## src/hw/rtl/sia_pkg.sv

```systemverilog
// Shared types and opcodes of the stack integer ALU.
`default_nettype none
package sia_pkg;

  // Opcodes carried in the command field
  typedef enum logic [3:0] {
    OP_ADD = 4'd0,
    OP_SUB = 4'd1,
    OP_MUL = 4'd2,
    OP_DIV = 4'd3,
    OP_MOD = 4'd4,
    OP_NEG = 4'd5,
    OP_INC = 4'd6,
    OP_DEC = 4'd7,
    OP_ABS = 4'd8,
    OP_POW = 4'd9
  } op_t;

  // Operand pair for the shared multiplier; also names where the product goes
  typedef enum logic [1:0] {
    MS_XY  = 2'd0,  // top * next   -> result
    MS_ACC = 2'd1,  // acc * base   -> acc
    MS_SQ  = 2'd2   // base * base  -> base, exponent shifts right
  } mul_sel_t;

  // Multiplier partial-product phases
  localparam logic [1:0] PH_LL = 2'd0;
  localparam logic [1:0] PH_HL = 2'd1;
  localparam logic [1:0] PH_LH = 2'd2;

  // Controller to datapath
  typedef struct packed {
    logic     load;       // capture an input word
    logic     simple;     // write the simple-operation result
    logic     div_step;   // one restoring divide step
    logic     div_fin;    // apply signs to quotient or remainder
    logic     mul_run;    // advance the multiplier one phase
    mul_sel_t mul_sel;
    logic     take_acc;   // power result is the accumulator
    logic     out_load;   // move the result into the output register
  } cmd_t;

  // Datapath to controller
  typedef struct packed {
    logic [3:0] op;
    logic       div_zero;
    logic       exp_nonpos;
    logic       exp_zero;
    logic       exp_lsb;
    logic       div_last;
    logic       mul_done;
    logic       out_free;
  } sts_t;

endpackage
`default_nettype wire

```

## src/hw/rtl/sia_if.sv

```systemverilog
// Valid/ready channel interfaces for the ALU input and result words.
`default_nettype none
interface sia_in_if;
  logic               valid;
  logic               ready;
  logic [3:0]         command;
  logic signed [63:0] first_operand;
  logic signed [63:0] second_operand;

  modport source (output valid, output command, output first_operand,
                  output second_operand, input ready);
  modport sink   (input valid, input command, input first_operand,
                  input second_operand, output ready);
endinterface

interface sia_out_if;
  logic               valid;
  logic               ready;
  logic signed [63:0] result;

  modport source (output valid, output result, input ready);
  modport sink   (input valid, input result, output ready);
endinterface
`default_nettype wire

```

## src/hw/rtl/sia_ctrl.sv

```systemverilog
// Sequencing state machine of the stack integer ALU.
`default_nettype none
module sia_ctrl (
  input  wire logic          clk,
  input  wire logic          rst_n,
  input  wire logic          in_valid,
  output logic               in_ready,
  input  wire sia_pkg::sts_t sts,
  output sia_pkg::cmd_t      cmd
);
  import sia_pkg::*;

  typedef enum logic [8:0] {
    S_IDLE  = 9'b000000001,
    S_DISP  = 9'b000000010,
    S_MUL   = 9'b000000100,
    S_DIV   = 9'b000001000,
    S_DFIN  = 9'b000010000,
    S_PSTEP = 9'b000100000,
    S_PACC  = 9'b001000000,
    S_PSQ   = 9'b010000000,
    S_DONE  = 9'b100000000
  } state_t;

  state_t state_r, state_nxt;

  // Next state and commands
  always_comb begin
    state_nxt   = state_r;
    cmd         = '0;
    cmd.mul_sel = MS_XY;
    in_ready    = 1'b0;
    case (state_r)
      S_IDLE: begin
        // closed while reset is held
        in_ready = rst_n;
        if (in_valid && rst_n) begin
          cmd.load  = 1'b1;
          state_nxt = S_DISP;
        end
      end
      S_DISP: begin
        case (sts.op)
          OP_MUL: state_nxt = S_MUL;
          OP_DIV, OP_MOD: begin
            if (sts.div_zero) begin
              cmd.simple = 1'b1;
              state_nxt  = S_DONE;
            end else begin
              state_nxt = S_DIV;
            end
          end
          OP_POW: begin
            if (sts.exp_nonpos) begin
              cmd.simple = 1'b1;
              state_nxt  = S_DONE;
            end else begin
              state_nxt = S_PSTEP;
            end
          end
          default: begin
            cmd.simple = 1'b1;
            state_nxt  = S_DONE;
          end
        endcase
      end
      S_MUL: begin
        cmd.mul_run = 1'b1;
        if (sts.mul_done) state_nxt = S_DONE;
      end
      S_DIV: begin
        cmd.div_step = 1'b1;
        if (sts.div_last) state_nxt = S_DFIN;
      end
      S_DFIN: begin
        cmd.div_fin = 1'b1;
        state_nxt   = S_DONE;
      end
      S_PSTEP: begin
        if (sts.exp_zero) begin
          cmd.take_acc = 1'b1;
          state_nxt    = S_DONE;
        end else if (sts.exp_lsb) begin
          state_nxt = S_PACC;
        end else begin
          state_nxt = S_PSQ;
        end
      end
      S_PACC: begin
        cmd.mul_run = 1'b1;
        cmd.mul_sel = MS_ACC;
        if (sts.mul_done) state_nxt = S_PSQ;
      end
      S_PSQ: begin
        cmd.mul_run = 1'b1;
        cmd.mul_sel = MS_SQ;
        if (sts.mul_done) state_nxt = S_PSTEP;
      end
      S_DONE: begin
        if (sts.out_free) begin
          cmd.out_load = 1'b1;
          state_nxt    = S_IDLE;
        end
      end
      default: state_nxt = S_IDLE;
    endcase
  end

  always_ff @(posedge clk) begin
    if (!rst_n) begin
      state_r <= S_IDLE;
    end else begin
      state_r <= state_nxt;
    end
  end

endmodule
`default_nettype wire

```

## src/hw/rtl/sia_dp.sv

```systemverilog
// Datapath: operand registers, divider, shared multiplier, output register.
`default_nettype none
module sia_dp #(
  parameter int DATA_WIDTH = 64
) (
  input  wire logic               clk,
  input  wire logic               rst_n,
  input  wire sia_pkg::cmd_t      cmd,
  output sia_pkg::sts_t           sts,
  input  wire logic [3:0]         in_command,
  input  wire logic signed [63:0] in_first_operand,
  input  wire logic signed [63:0] in_second_operand,
  output logic                    out_valid,
  output logic signed [63:0]      out_result,
  input  wire logic               out_ready
);
  import sia_pkg::*;

  localparam int W  = DATA_WIDTH;
  localparam int H  = (W + 1) / 2;
  localparam int CW = $clog2(W);
  localparam logic [CW-1:0] CNT_LAST = CW'(W - 1);

  function automatic logic [W-1:0] mag(input logic [W-1:0] v);
    mag = v[W-1] ? (~v + 1'b1) : v;
  endfunction

  logic [3:0]    op_r;
  logic [W-1:0]  x_r, y_r, rslt_r;
  logic [W-1:0]  acc_r, base_r, exp_r;
  logic [W-1:0]  rem_r, quo_r, dvs_r;
  logic [CW-1:0] cnt_r;
  logic [1:0]    mph_r;
  logic [W-1:0]  mp_r, mp_nxt;
  logic          out_valid_r;
  logic [W-1:0]  out_res_r;

  logic [W-1:0] in_x, in_y;
  assign in_x = in_first_operand[W-1:0];
  assign in_y = in_second_operand[W-1:0];

  // Combinational operations; div/mod give 0 on zero divisor, pow gives 1
  logic [W-1:0] simple_res;
  always_comb begin
    case (op_r)
      OP_ADD:  simple_res = x_r + y_r;
      OP_SUB:  simple_res = x_r - y_r;
      OP_NEG:  simple_res = ~x_r + 1'b1;
      OP_INC:  simple_res = x_r + 1'b1;
      OP_DEC:  simple_res = x_r - 1'b1;
      OP_ABS:  simple_res = mag(x_r);
      OP_POW:  simple_res = W'(1);
      default: simple_res = '0;
    endcase
  end

  // Restoring divide step on magnitudes
  logic [W:0]   rem_sh, diff;
  logic         fits;
  assign rem_sh = {rem_r, quo_r[W-1]};
  assign diff   = rem_sh - {1'b0, dvs_r};
  assign fits   = !diff[W];

  // Sign fix of the divide result
  logic [W-1:0] div_res;
  always_comb begin
    if (op_r == OP_MOD) begin
      div_res = x_r[W-1] ? (~rem_r + 1'b1) : rem_r;
    end else begin
      div_res = (x_r[W-1] ^ y_r[W-1]) ? (~quo_r + 1'b1) : quo_r;
    end
  end

  // Shared multiplier: one HxH partial product per phase, low W bits kept
  logic [W-1:0]   ma, mb;
  logic [H-1:0]   ma_lo, ma_hi, mb_lo, mb_hi, fa, fb;
  logic [2*H-1:0] pp;
  logic [3*H-1:0] pp_sh;
  logic [W-1:0]   pp_term;

  always_comb begin
    case (cmd.mul_sel)
      MS_ACC: begin
        ma = acc_r;
        mb = base_r;
      end
      MS_SQ: begin
        ma = base_r;
        mb = base_r;
      end
      default: begin
        ma = x_r;
        mb = y_r;
      end
    endcase
  end

  assign ma_lo = ma[H-1:0];
  assign mb_lo = mb[H-1:0];
  assign ma_hi = H'(ma[W-1:H]);
  assign mb_hi = H'(mb[W-1:H]);

  always_comb begin
    case (mph_r)
      PH_LL: begin
        fa = ma_lo;
        fb = mb_lo;
      end
      PH_HL: begin
        fa = ma_hi;
        fb = mb_lo;
      end
      default: begin
        fa = ma_lo;
        fb = mb_hi;
      end
    endcase
  end

  assign pp      = fa * fb;
  assign pp_sh   = {pp, {H{1'b0}}};
  assign pp_term = (mph_r == PH_LL) ? pp[W-1:0] : pp_sh[W-1:0];
  assign mp_nxt  = ((mph_r == PH_LL) ? '0 : mp_r) + pp_term;

  logic mul_done;
  assign mul_done = cmd.mul_run && (mph_r == PH_LH);

  // Working registers
  always_ff @(posedge clk) begin
    if (cmd.load) begin
      op_r   <= in_command;
      x_r    <= in_x;
      y_r    <= in_y;
      acc_r  <= W'(1);
      base_r <= in_y;
      exp_r  <= in_x;
      rem_r  <= '0;
      quo_r  <= mag(in_x);
      dvs_r  <= mag(in_y);
      cnt_r  <= '0;
      mph_r  <= PH_LL;
    end else begin
      if (cmd.div_step) begin
        rem_r <= fits ? diff[W-1:0] : rem_sh[W-1:0];
        quo_r <= {quo_r[W-2:0], fits};
        cnt_r <= cnt_r + 1'b1;
      end
      if (cmd.mul_run) begin
        mp_r  <= mp_nxt;
        mph_r <= mul_done ? PH_LL : (mph_r + 1'b1);
      end
      if (mul_done && cmd.mul_sel == MS_ACC) acc_r <= mp_nxt;
      if (mul_done && cmd.mul_sel == MS_SQ) begin
        base_r <= mp_nxt;
        exp_r  <= {1'b0, exp_r[W-1:1]};
      end
    end
  end

  // Result register
  always_ff @(posedge clk) begin
    if (cmd.simple) begin
      rslt_r <= simple_res;
    end else if (cmd.div_fin) begin
      rslt_r <= div_res;
    end else if (cmd.take_acc) begin
      rslt_r <= acc_r;
    end else if (mul_done && cmd.mul_sel == MS_XY) begin
      rslt_r <= mp_nxt;
    end
  end

  // Output register: holds a finished word while the next one is worked on
  always_ff @(posedge clk) begin
    if (!rst_n) begin
      out_valid_r <= 1'b0;
    end else if (cmd.out_load) begin
      out_valid_r <= 1'b1;
    end else if (out_ready) begin
      out_valid_r <= 1'b0;
    end
  end

  always_ff @(posedge clk) begin
    if (cmd.out_load) out_res_r <= rslt_r;
  end

  assign out_valid  = out_valid_r;
  assign out_result = 64'($signed(out_res_r));

  // Status back to the controller
  always_comb begin
    sts            = '0;
    sts.op         = op_r;
    sts.div_zero   = (y_r == '0);
    sts.exp_nonpos = x_r[W-1] || (x_r == '0);
    sts.exp_zero   = (exp_r == '0);
    sts.exp_lsb    = exp_r[0];
    sts.div_last   = (cnt_r == CNT_LAST);
    sts.mul_done   = mul_done;
    sts.out_free   = !out_valid_r || out_ready;
  end

endmodule
`default_nettype wire

```

## src/hw/rtl/stack_integer_alu.sv

```systemverilog
// Top level of the stack integer ALU: controller, datapath and channels.
// An accepted word passes DISP and ends in DONE, which waits for a free output register:
//   add/sub/neg/inc/dec/abs, unused opcodes, zero-divisor div/mod and non-positive pow go
//   there directly; mul runs the multiplier; div/mod do one step per bit, then DFIN.
// Pow: per exponent bit up to its top set bit a squaring, after an accumulate if the bit
//   is set, both on the three-phase shared multiplier; one word at a time.
// Reset (synchronous, rst_n low) idles the controller and empties the output register.
`default_nettype none
module stack_integer_alu #(
  parameter int DATA_WIDTH = 64
) (
  input  wire logic  clk,
  input  wire logic  rst_n,
  sia_in_if.sink     in_if,
  sia_out_if.source  out_if
);
  import sia_pkg::*;

  cmd_t cmd;
  sts_t sts;

  sia_ctrl u_ctrl (
    .clk      (clk),
    .rst_n    (rst_n),
    .in_valid (in_if.valid),
    .in_ready (in_if.ready),
    .sts      (sts),
    .cmd      (cmd)
  );

  sia_dp #(
    .DATA_WIDTH (DATA_WIDTH)
  ) u_dp (
    .clk               (clk),
    .rst_n             (rst_n),
    .cmd               (cmd),
    .sts               (sts),
    .in_command        (in_if.command),
    .in_first_operand  (in_if.first_operand),
    .in_second_operand (in_if.second_operand),
    .out_valid         (out_if.valid),
    .out_result        (out_if.result),
    .out_ready         (out_if.ready)
  );

  // Accepting a word closes the input until its result is out
  a_busy_after_accept: assert property (@(posedge clk) disable iff (!rst_n)
    in_if.valid && in_if.ready |=> !in_if.ready)
    else $error("input taken while a word is in flight");

  // A result never overwrites one still waiting downstream
  a_no_overwrite: assert property (@(posedge clk) disable iff (!rst_n)
    cmd.out_load |-> (!out_if.valid || out_if.ready))
    else $error("output register overwritten");

  // A multiply, once started, runs through its phases without a break
  a_mul_unbroken: assert property (@(posedge clk) disable iff (!rst_n)
    cmd.mul_run && !sts.mul_done |=> cmd.mul_run)
    else $error("multiply sequence interrupted");

endmodule
`default_nettype wire
```

## src/flat_wrapper.sv

```systemverilog
// flat-port wrapper written by rule: the top's interface ports become plain ports
module stack_integer_alu_flat import sia_pkg::*;
#(
  parameter int DATA_WIDTH = 64
)
  (clk, rst_n, in_if_valid, in_if_command, in_if_first_operand, in_if_second_operand, in_if_ready, out_if_valid, out_if_result, out_if_ready);
  sia_in_if in_if_i ();
  sia_out_if out_if_i ();
  input  wire logic clk;
  input  wire logic rst_n;
  input wire logic [$bits(in_if_i.valid)-1:0] in_if_valid;
  input wire logic [$bits(in_if_i.command)-1:0] in_if_command;
  input wire logic [$bits(in_if_i.first_operand)-1:0] in_if_first_operand;
  input wire logic [$bits(in_if_i.second_operand)-1:0] in_if_second_operand;
  output wire logic [$bits(in_if_i.ready)-1:0] in_if_ready;
  output wire logic [$bits(out_if_i.valid)-1:0] out_if_valid;
  output wire logic [$bits(out_if_i.result)-1:0] out_if_result;
  input wire logic [$bits(out_if_i.ready)-1:0] out_if_ready;
  assign in_if_i.valid = in_if_valid;
  assign in_if_i.command = in_if_command;
  assign in_if_i.first_operand = in_if_first_operand;
  assign in_if_i.second_operand = in_if_second_operand;
  assign in_if_ready = in_if_i.ready;
  assign out_if_valid = out_if_i.valid;
  assign out_if_result = out_if_i.result;
  assign out_if_i.ready = out_if_ready;
  stack_integer_alu #(.DATA_WIDTH(DATA_WIDTH)) u_core (.clk(clk), .rst_n(rst_n), .in_if(in_if_i), .out_if(out_if_i));
endmodule
```

## config.mk

```make
export PLATFORM = sky130hd
export DESIGN_NAME = stack_integer_alu_flat
export DESIGN_NICKNAME = d
export VERILOG_FILES = /design/src/hw/rtl/sia_pkg.sv /design/src/hw/rtl/sia_if.sv /design/src/hw/rtl/sia_ctrl.sv /design/src/hw/rtl/sia_dp.sv /design/src/hw/rtl/stack_integer_alu.sv /design/src/flat_wrapper.sv
export SDC_FILE = /design/constraint.sdc
export NUM_CORES = 2
export LEC_CHECK = 0
export BUFFER_PORTS_ARGS = -buffer_cell sky130_fd_sc_hd__buf_2
export CAP_MARGIN = 20
export CORE_ASPECT_RATIO = 2
export CORE_UTILIZATION = 29
export DETAILED_ROUTE_END_ITERATION = 12
export PLACE_DENSITY = 0.4
export SYNTH_ARGS = -nofsm -noshare
export SYNTH_HDL_FRONTEND = slang
export SYNTH_SLANG_ARGS = --single-unit
```

## constraint.sdc

```tcl
create_clock -name clk -period 23 [get_ports clk]
set_clock_uncertainty 0.2 [all_clocks]
set_input_delay 6.9 -clock clk [delete_from_list [all_inputs] [get_ports clk]]
set_output_delay 6.9 -clock clk [all_outputs]
set_load 0.005 [all_outputs]
```

Yosys cells after proc, flatten, opt, wreduce, memory -nomap -nowiden --
Index checks and enable logic that the tools add are counted. W data, S select, Z words.
Cells by class: shift operators 0, reduce and logical (&&, ||, !) cells 25, mux-type cells 54, $lt $le $gt $ge 0, equal/unequal tests 29, bitwise operators 7, $add $sub $neg 13, divide/modulo/power cells 0, multiply operators 1
Operator list (count):
- $mux W64 | 19
- $pmux W64 S7 | 1
- $add A64 B1 Y64 const B | 6
- $not A64 Y64 | 5
- $logic_not A64 Y1 | 3
- $add A64 B64 Y64 | 2
- $pmux W64 S2 | 1
- $mux W9 | 9
- $pmux W9 S9 | 1
- $sub A65 B64 Y65 | 1
- $mul A32 B32 Y64 | 1
- $mux W32 | 2
- $sub A64 B1 Y64 const B | 1
- $sub A64 B64 Y64 | 1
- $mux W63 | 1
- $pmux W9 S3 | 1
- $eq A4 B3 Y1 const B | 4
- $mux W1 | 15
- $eq A9 B1 Y1 const B | 1
- $eq A9 B2 Y1 const B | 1
- $eq A9 B3 Y1 const B | 1
- $eq A9 B4 Y1 const B | 1
- $eq A9 B5 Y1 const B | 1
- $eq A9 B6 Y1 const B | 1
- 30 further kinds | 49
Storage, ports and cells: logic and storage cells 146, memory bits (read-only) 0, register bits after elaboration 726, bits in latches 0, memories 0, output and inout bits 66, RAM bits 0

Logic depth before layout (Yosys ltp) --
depth after elaboration 13, gate-level depth with buffers 55, mapped depth without buffers 49

Cells and area by module --
Synthesis repeated with hierarchy kept, for this count alone.
Unflattened totals: cells, all modules 9555, area, all modules 83545.1 sq um
By module, submodules not included:
- sia_dp | seq. area each 20129.3 sq um, cells each 9458, times used 1, area each 82778.1 sq um
- sia_ctrl | seq. area each 180.2 sq um, cells each 97, times used 1, area each 767.0 sq um

Least setup slack after synthesis --
OpenSTA, ideal clock, no wires.
kind input-to-reg, start point input in_if_valid, end point register u_core.u_dp.mp_r[0], enable pin, stages on the path 6, setup time 1.247 ns, arrival time 18.348 ns, path slack 3.205 ns, path buffers 3, cell sequence nand3_1 clkbuf_1 inv_2 clkbuf_1 buf_1 nor2_1
RTL lines:
- from (decl) | line flat_wrapper.sv:11 | input wire logic [$bits(in_if_i.valid)-1:0] in_if_valid;
- to (signal assigned) | line sia_dp.sv:149 | mp_r <= mp_nxt;
- to (decl) | line sia_dp.sv:34 | logic [W-1:0] mp_r, mp_nxt;

Final worst setup path --
start point register u_core.u_ctrl.state_r[1], end point register u_core.u_dp.rslt_r[59], data pin
On the way: cells in the longest elaborated chain, start to end 13
RTL lines:
- from (decl) | line sia_ctrl.sv:25 | state_t state_r, state_nxt;
- from (signal assigned) | line sia_ctrl.sv:113 | state_r <= state_nxt;
- $eq A9 B8 Y1 / $eq A9 B7 Y1 (equally long branches) | line sia_ctrl.sv:33 | case (state_r)
- $pmux W2 S2 | line sia_ctrl.sv:33
- $eq A2 B1 Y1 / $eq A2 B2 Y1 (equally long branches) | line sia_dp.sv:82 | case (cmd.mul_sel)
- $reduce_or A2 Y1 (no line)
- $mux W64 | line sia_dp.sv:82
- $mux W32 | line sia_dp.sv:104 | case (mph_r)
- $mul A32 B32 Y64 | line sia_dp.sv:120 | assign pp = fa * fb;
- $mux W64 | line sia_dp.sv:122 | assign pp_term = (mph_r == PH_LL) ? pp[W-1:0] : pp_sh[W-1:0];
- $add A64 B64 Y64 | line sia_dp.sv:123 | assign mp_nxt = ((mph_r == PH_LL) ? '0 : mp_r) + pp_term;
- $mux W64 | line sia_dp.sv:168 | end else if (mul_done && cmd.mul_sel == MS_XY) begin
- $mux W64 | line sia_dp.sv:166 | end else if (cmd.take_acc) begin
- $mux W64 | line sia_dp.sv:164 | end else if (cmd.div_fin) begin
- $mux W64 (*) | line sia_dp.sv:162 | if (cmd.simple) begin
- to (signal assigned) | line sia_dp.sv:163 | rslt_r <= simple_res;
- to (signal assigned) | line sia_dp.sv:165 | rslt_r <= div_res;
- to (signal assigned) | line sia_dp.sv:167 | rslt_r <= acc_r;
- to (decl) | line sia_dp.sv:29 | logic [W-1:0] x_r, y_r, rslt_r;
Mark *: on every way between the ends. The rest lies on a longest branch, timed or not. The select of a mux whose other input is x is not followed. A chain may end at the register's enable or synchronous reset.

==> key figures <==
Detailed routing
  – DR WL/cell: 36.7 µm
  – DRC: 0
  – Routed via count: 77,300
  – DR vias/cell: 5.64
  – First drt pass iteration count: 9
  – Routed Antenna Nets: 0
  – Drt initial violations: 6,092
  – WL final: 503,000 µm

Clock tree
  – Hold bufs inserted after CTS: 0
  – Worst skew pair latency: 0.76 ns
  – CTS tree: yes
  – Root buffer cell: clkbuf_16
  – CTS Sinks: 725
  – CTS max path bufs: 3
  – Post CTS Setup Buffer Count: 0
  – Num CTS Buffers: 73
  – Clock slew at reported path FFs: 0.08 ns
  – CTS resizes: 0
  – H-Tree Depth: 3

Synth
  – Post-synthesis cell area: 84,100 µm²
  – Largest cells by area after synthesis: fa_1 (21%), edfxtp_1 (21%), ha_1 (6.8%)
  – Mux cell area share after synthesis: 0.0161
  – Sequential fraction of the synthesis area: 0.241
  – Number of enable flip-flop cells after synthesis: 579
  – Simple-Gate Fraction of Synth Area: 0.178
  – Main combinational cell family by area after synthesis: adder cells
  – Synth Area in Compound Gates: 0.161
  – Main flop type after synthesis: edfxtp_1
  – Post-synth top area share: 0.214
  – Avg Inst Size Synth: 8.57 µm²
  – XOR/XNOR share of the synthesized area: 0.0500
  – Syn Inst Count: 9,820
  – Post-Syn Nets: 11,300
  – Post-Synth Adder-Cell Area: 0.281
  – Synth warnings: 0
  – Post-synth cell types: 102
  – Ys async rst share: 0
  – Yosys reg bits: 725
  – Cell taking the most area after synthesis: fa_1

Hold path
  – HP Class: flop to flop
  – WHS Endpoint: u_core.u_dp.out_result[16]$_DFFE_PP_
  – Hold_sp: u_core.u_dp.rslt_r[16]$_DFFE_PP_
  – Worst hold stages: 0

STA
  – Max Fclk: 59.2 MHz
  – Final period util: 0.734
  – Setup TNS: 0 ns
  – Fin worst setup slack: 6.12 ns
  – RSZ-0062 raised after global routing: no
  – Fin. max-slew vios: 0
  – Hold_ws: 0.217 ns
  – Setup violators final: 0
  – Final Hold Fails: 0
  – Relative slew slack: 0.108
  – Crit path time final: 16.88 ns
  – Worst-Margin Slew: 1.33 ns

Placed design
  – Port bufs: 201
  – Area post-placement: 90,200 µm²
  – Post-DP HPWL: 409,000 µm
  – GPL Wtd Cong: 1.01
  – Worst slack, placed: 6.65 ns

Floorplan
  – Initial Util: 0.291
  – Num ports: 202
  – Core Area: 289,000 µm²
  – Rows: 279
  – Die width: 383 µm
  – Die ar.: 292,000 µm²
  – Die height: 764 µm

Cells and area
  – Register Area: 20,300 µm²
  – Layout area overhead: 10.5%
  – Filler instances: 30,600
  – Proportion of layout cells with a drive suffix above 1: 0.0859
  – Multi-input logic area: 58,300 µm²
  – Most common cell after layout, fill and taps aside: nand2_1
  – Commonest non-fill, non-tap cells in the layout: nand2_1 (1,362), nor2_1 (1,047), inv_1 (1,038)
  – NumNets Final: 11,300
  – Final instance area: 93,000 µm²

Global routing
  – Number of global-route vias before repair: 80,700
  – Largest net degree at the start of global routing: 130
  – First-pass GRT wire length: 678,000 µm
  – Tot GR Track Use: 0.342
  – Grt ovf: 0
  – Initial antenna violation count: 42

Outcome
  – Status: completed

Critical path
  – Startpoint Class: flop
  – Worst r2r src: u_core.u_ctrl.state_r[1]$_SDFFE_PN0P_
  – Worst setup path class: flop to flop
  – Worst EP arrival: 17.06 ns
  – RR Endpoint: u_core.u_dp.rslt_r[59]$_DFFE_PP_
  – Slowest-stage cell, CP: o31ai_1
  – Crit path largest cell delay: 1.00 ns
  – Critical Path End Type: flop
  – R2R Setup Slk: 6.12 ns
  – Cell repeated most along the worst path: fa_1
  – Worst Path Required: 23.18 ns
  – R2R depth: 41
  – Critical-path maximum fanout: 44

Job
  – Max-Cap Viols: 0
cell families after synthesis:
logic type      Yosys count
simple gates           3357
xor+xnor                479
flops                   725
other cells               1
fa+ha+maj              1352
mux                     125
buf+inv                1611
compound gates         2170
worst max-delay path: cells and delay by family (launching register included):
kind                     cells  cell delay [ns]
buffers and inverters        3             0.57
flip-flops                   1             0.39
adder cells (fa/ha/maj)     11             5.69
XOR/XNOR                     1             0.20
AO/OA/AOI/OAI               14             6.40
AND/OR/NAND/NOR             12             2.97
per-stage QoR:
step / instances / util
CTS: 13600 / 0.321
finish: 13700 / 0.322
global placement: 13500 / 0.312
detailed placement: 13500 / 0.313
floorplan: 9820 / -
global route: 13700 / 0.322
state kept, by name, summed over array words and instances, names as in the netlist:
| register | flops |
|---|---|
| u_core.u_dp.acc_r | 64 |
| u_core.u_dp.base_r | 64 |
| u_core.u_dp.exp_r | 64 |
| u_core.u_dp.mp_r | 64 |
| u_core.u_dp.out_result | 64 |
| u_core.u_dp.quo_r | 64 |
| u_core.u_dp.rem_r | 64 |
| u_core.u_dp.rslt_r | 64 |
| u_core.u_dp.x_r | 64 |
| u_core.u_dp.y_r | 64 |
| u_core.u_dp.dvs_r | 63 |
| u_core.u_ctrl.state_r | 9 |
| u_core.u_dp.cnt_r | 6 |
| u_core.u_dp.op_r | 4 |
| u_core.u_dp.mph_r | 2 |
| u_core.u_dp.out_valid | 1 |
Yosys cell counts, drive strengths merged, types with 50 or more instances:
cell type,number
a211oi,55
a21o,127
a21oi,566
a221oi,60
a31oi,83
and2,106
and3,50
buf,52
clkbuf,518
dfxtp,146
edfxtp,579
fa,898
ha,454
inv,1041
mux2i,88
nand2,1367
nand2b,75
nand3,112
nand4,69
nor2,1056
nor3,136
nor4,82
o211ai,59
o21a,82
o21ai,649
o22ai,55
o31ai,92
or2,55
or3,72
or4,58
xnor2,244
xor2,234
metal layers:
layer,wire (µm),track usage,vias up
li1,-,-,33300
met1,145000,0.289,39100
met2,260000,0.618,3279
met3,22000,0.0525,1549
met4,75900,0.426,20
met5,127,0.000992,-
how the worst max path moves through the flow:
| stage | from | end | slack (ns) | cells after the start |
|---|---|---|---|---|
| after CTS | u_core.u_ctrl.state_r[1]$_SDFFE_PN0P_ | u_core.u_dp.rslt_r[57]$_DFFE_PP_ | 6.52 | 41 |
| after detailed placement | u_core.u_ctrl.state_r[4]$_SDFFE_PN0P_ | u_core.u_dp.rslt_r[57]$_DFFE_PP_ | 6.65 | 41 |
| after global routing | u_core.u_ctrl.state_r[1]$_SDFFE_PN0P_ | u_core.u_dp.rslt_r[59]$_DFFE_PP_ | 5.56 | 43 |
| after floorplan | in_if_valid | u_core.u_dp.mp_r[0]$_DFFE_PP_ | 3.20 | 6 |
| after global placement | u_core.u_ctrl.state_r[4]$_SDFFE_PN0P_ | u_core.u_dp.rslt_r[57]$_DFFE_PP_ | 6.53 | 41 |
| final | u_core.u_ctrl.state_r[1]$_SDFFE_PN0P_ | u_core.u_dp.rslt_r[59]$_DFFE_PP_ | 6.12 | 41 |
final cells by class:
type | count | share of cell area
inverters | 1041 | 0.0421
clock inverters | 44 | 0.00404
well taps | 3793 | 0.0511
clock buffers | 91 | 0.0218
multi-input cells | 7484 | 0.627
repair buffers | 482 | 0.0341
flip-flops and latches | 725 | 0.219
diodes | 41 | 0.00110
Power is not shown: default switching activity piles up to over one toggle a cycle in this logic, so the estimate is an artifact.
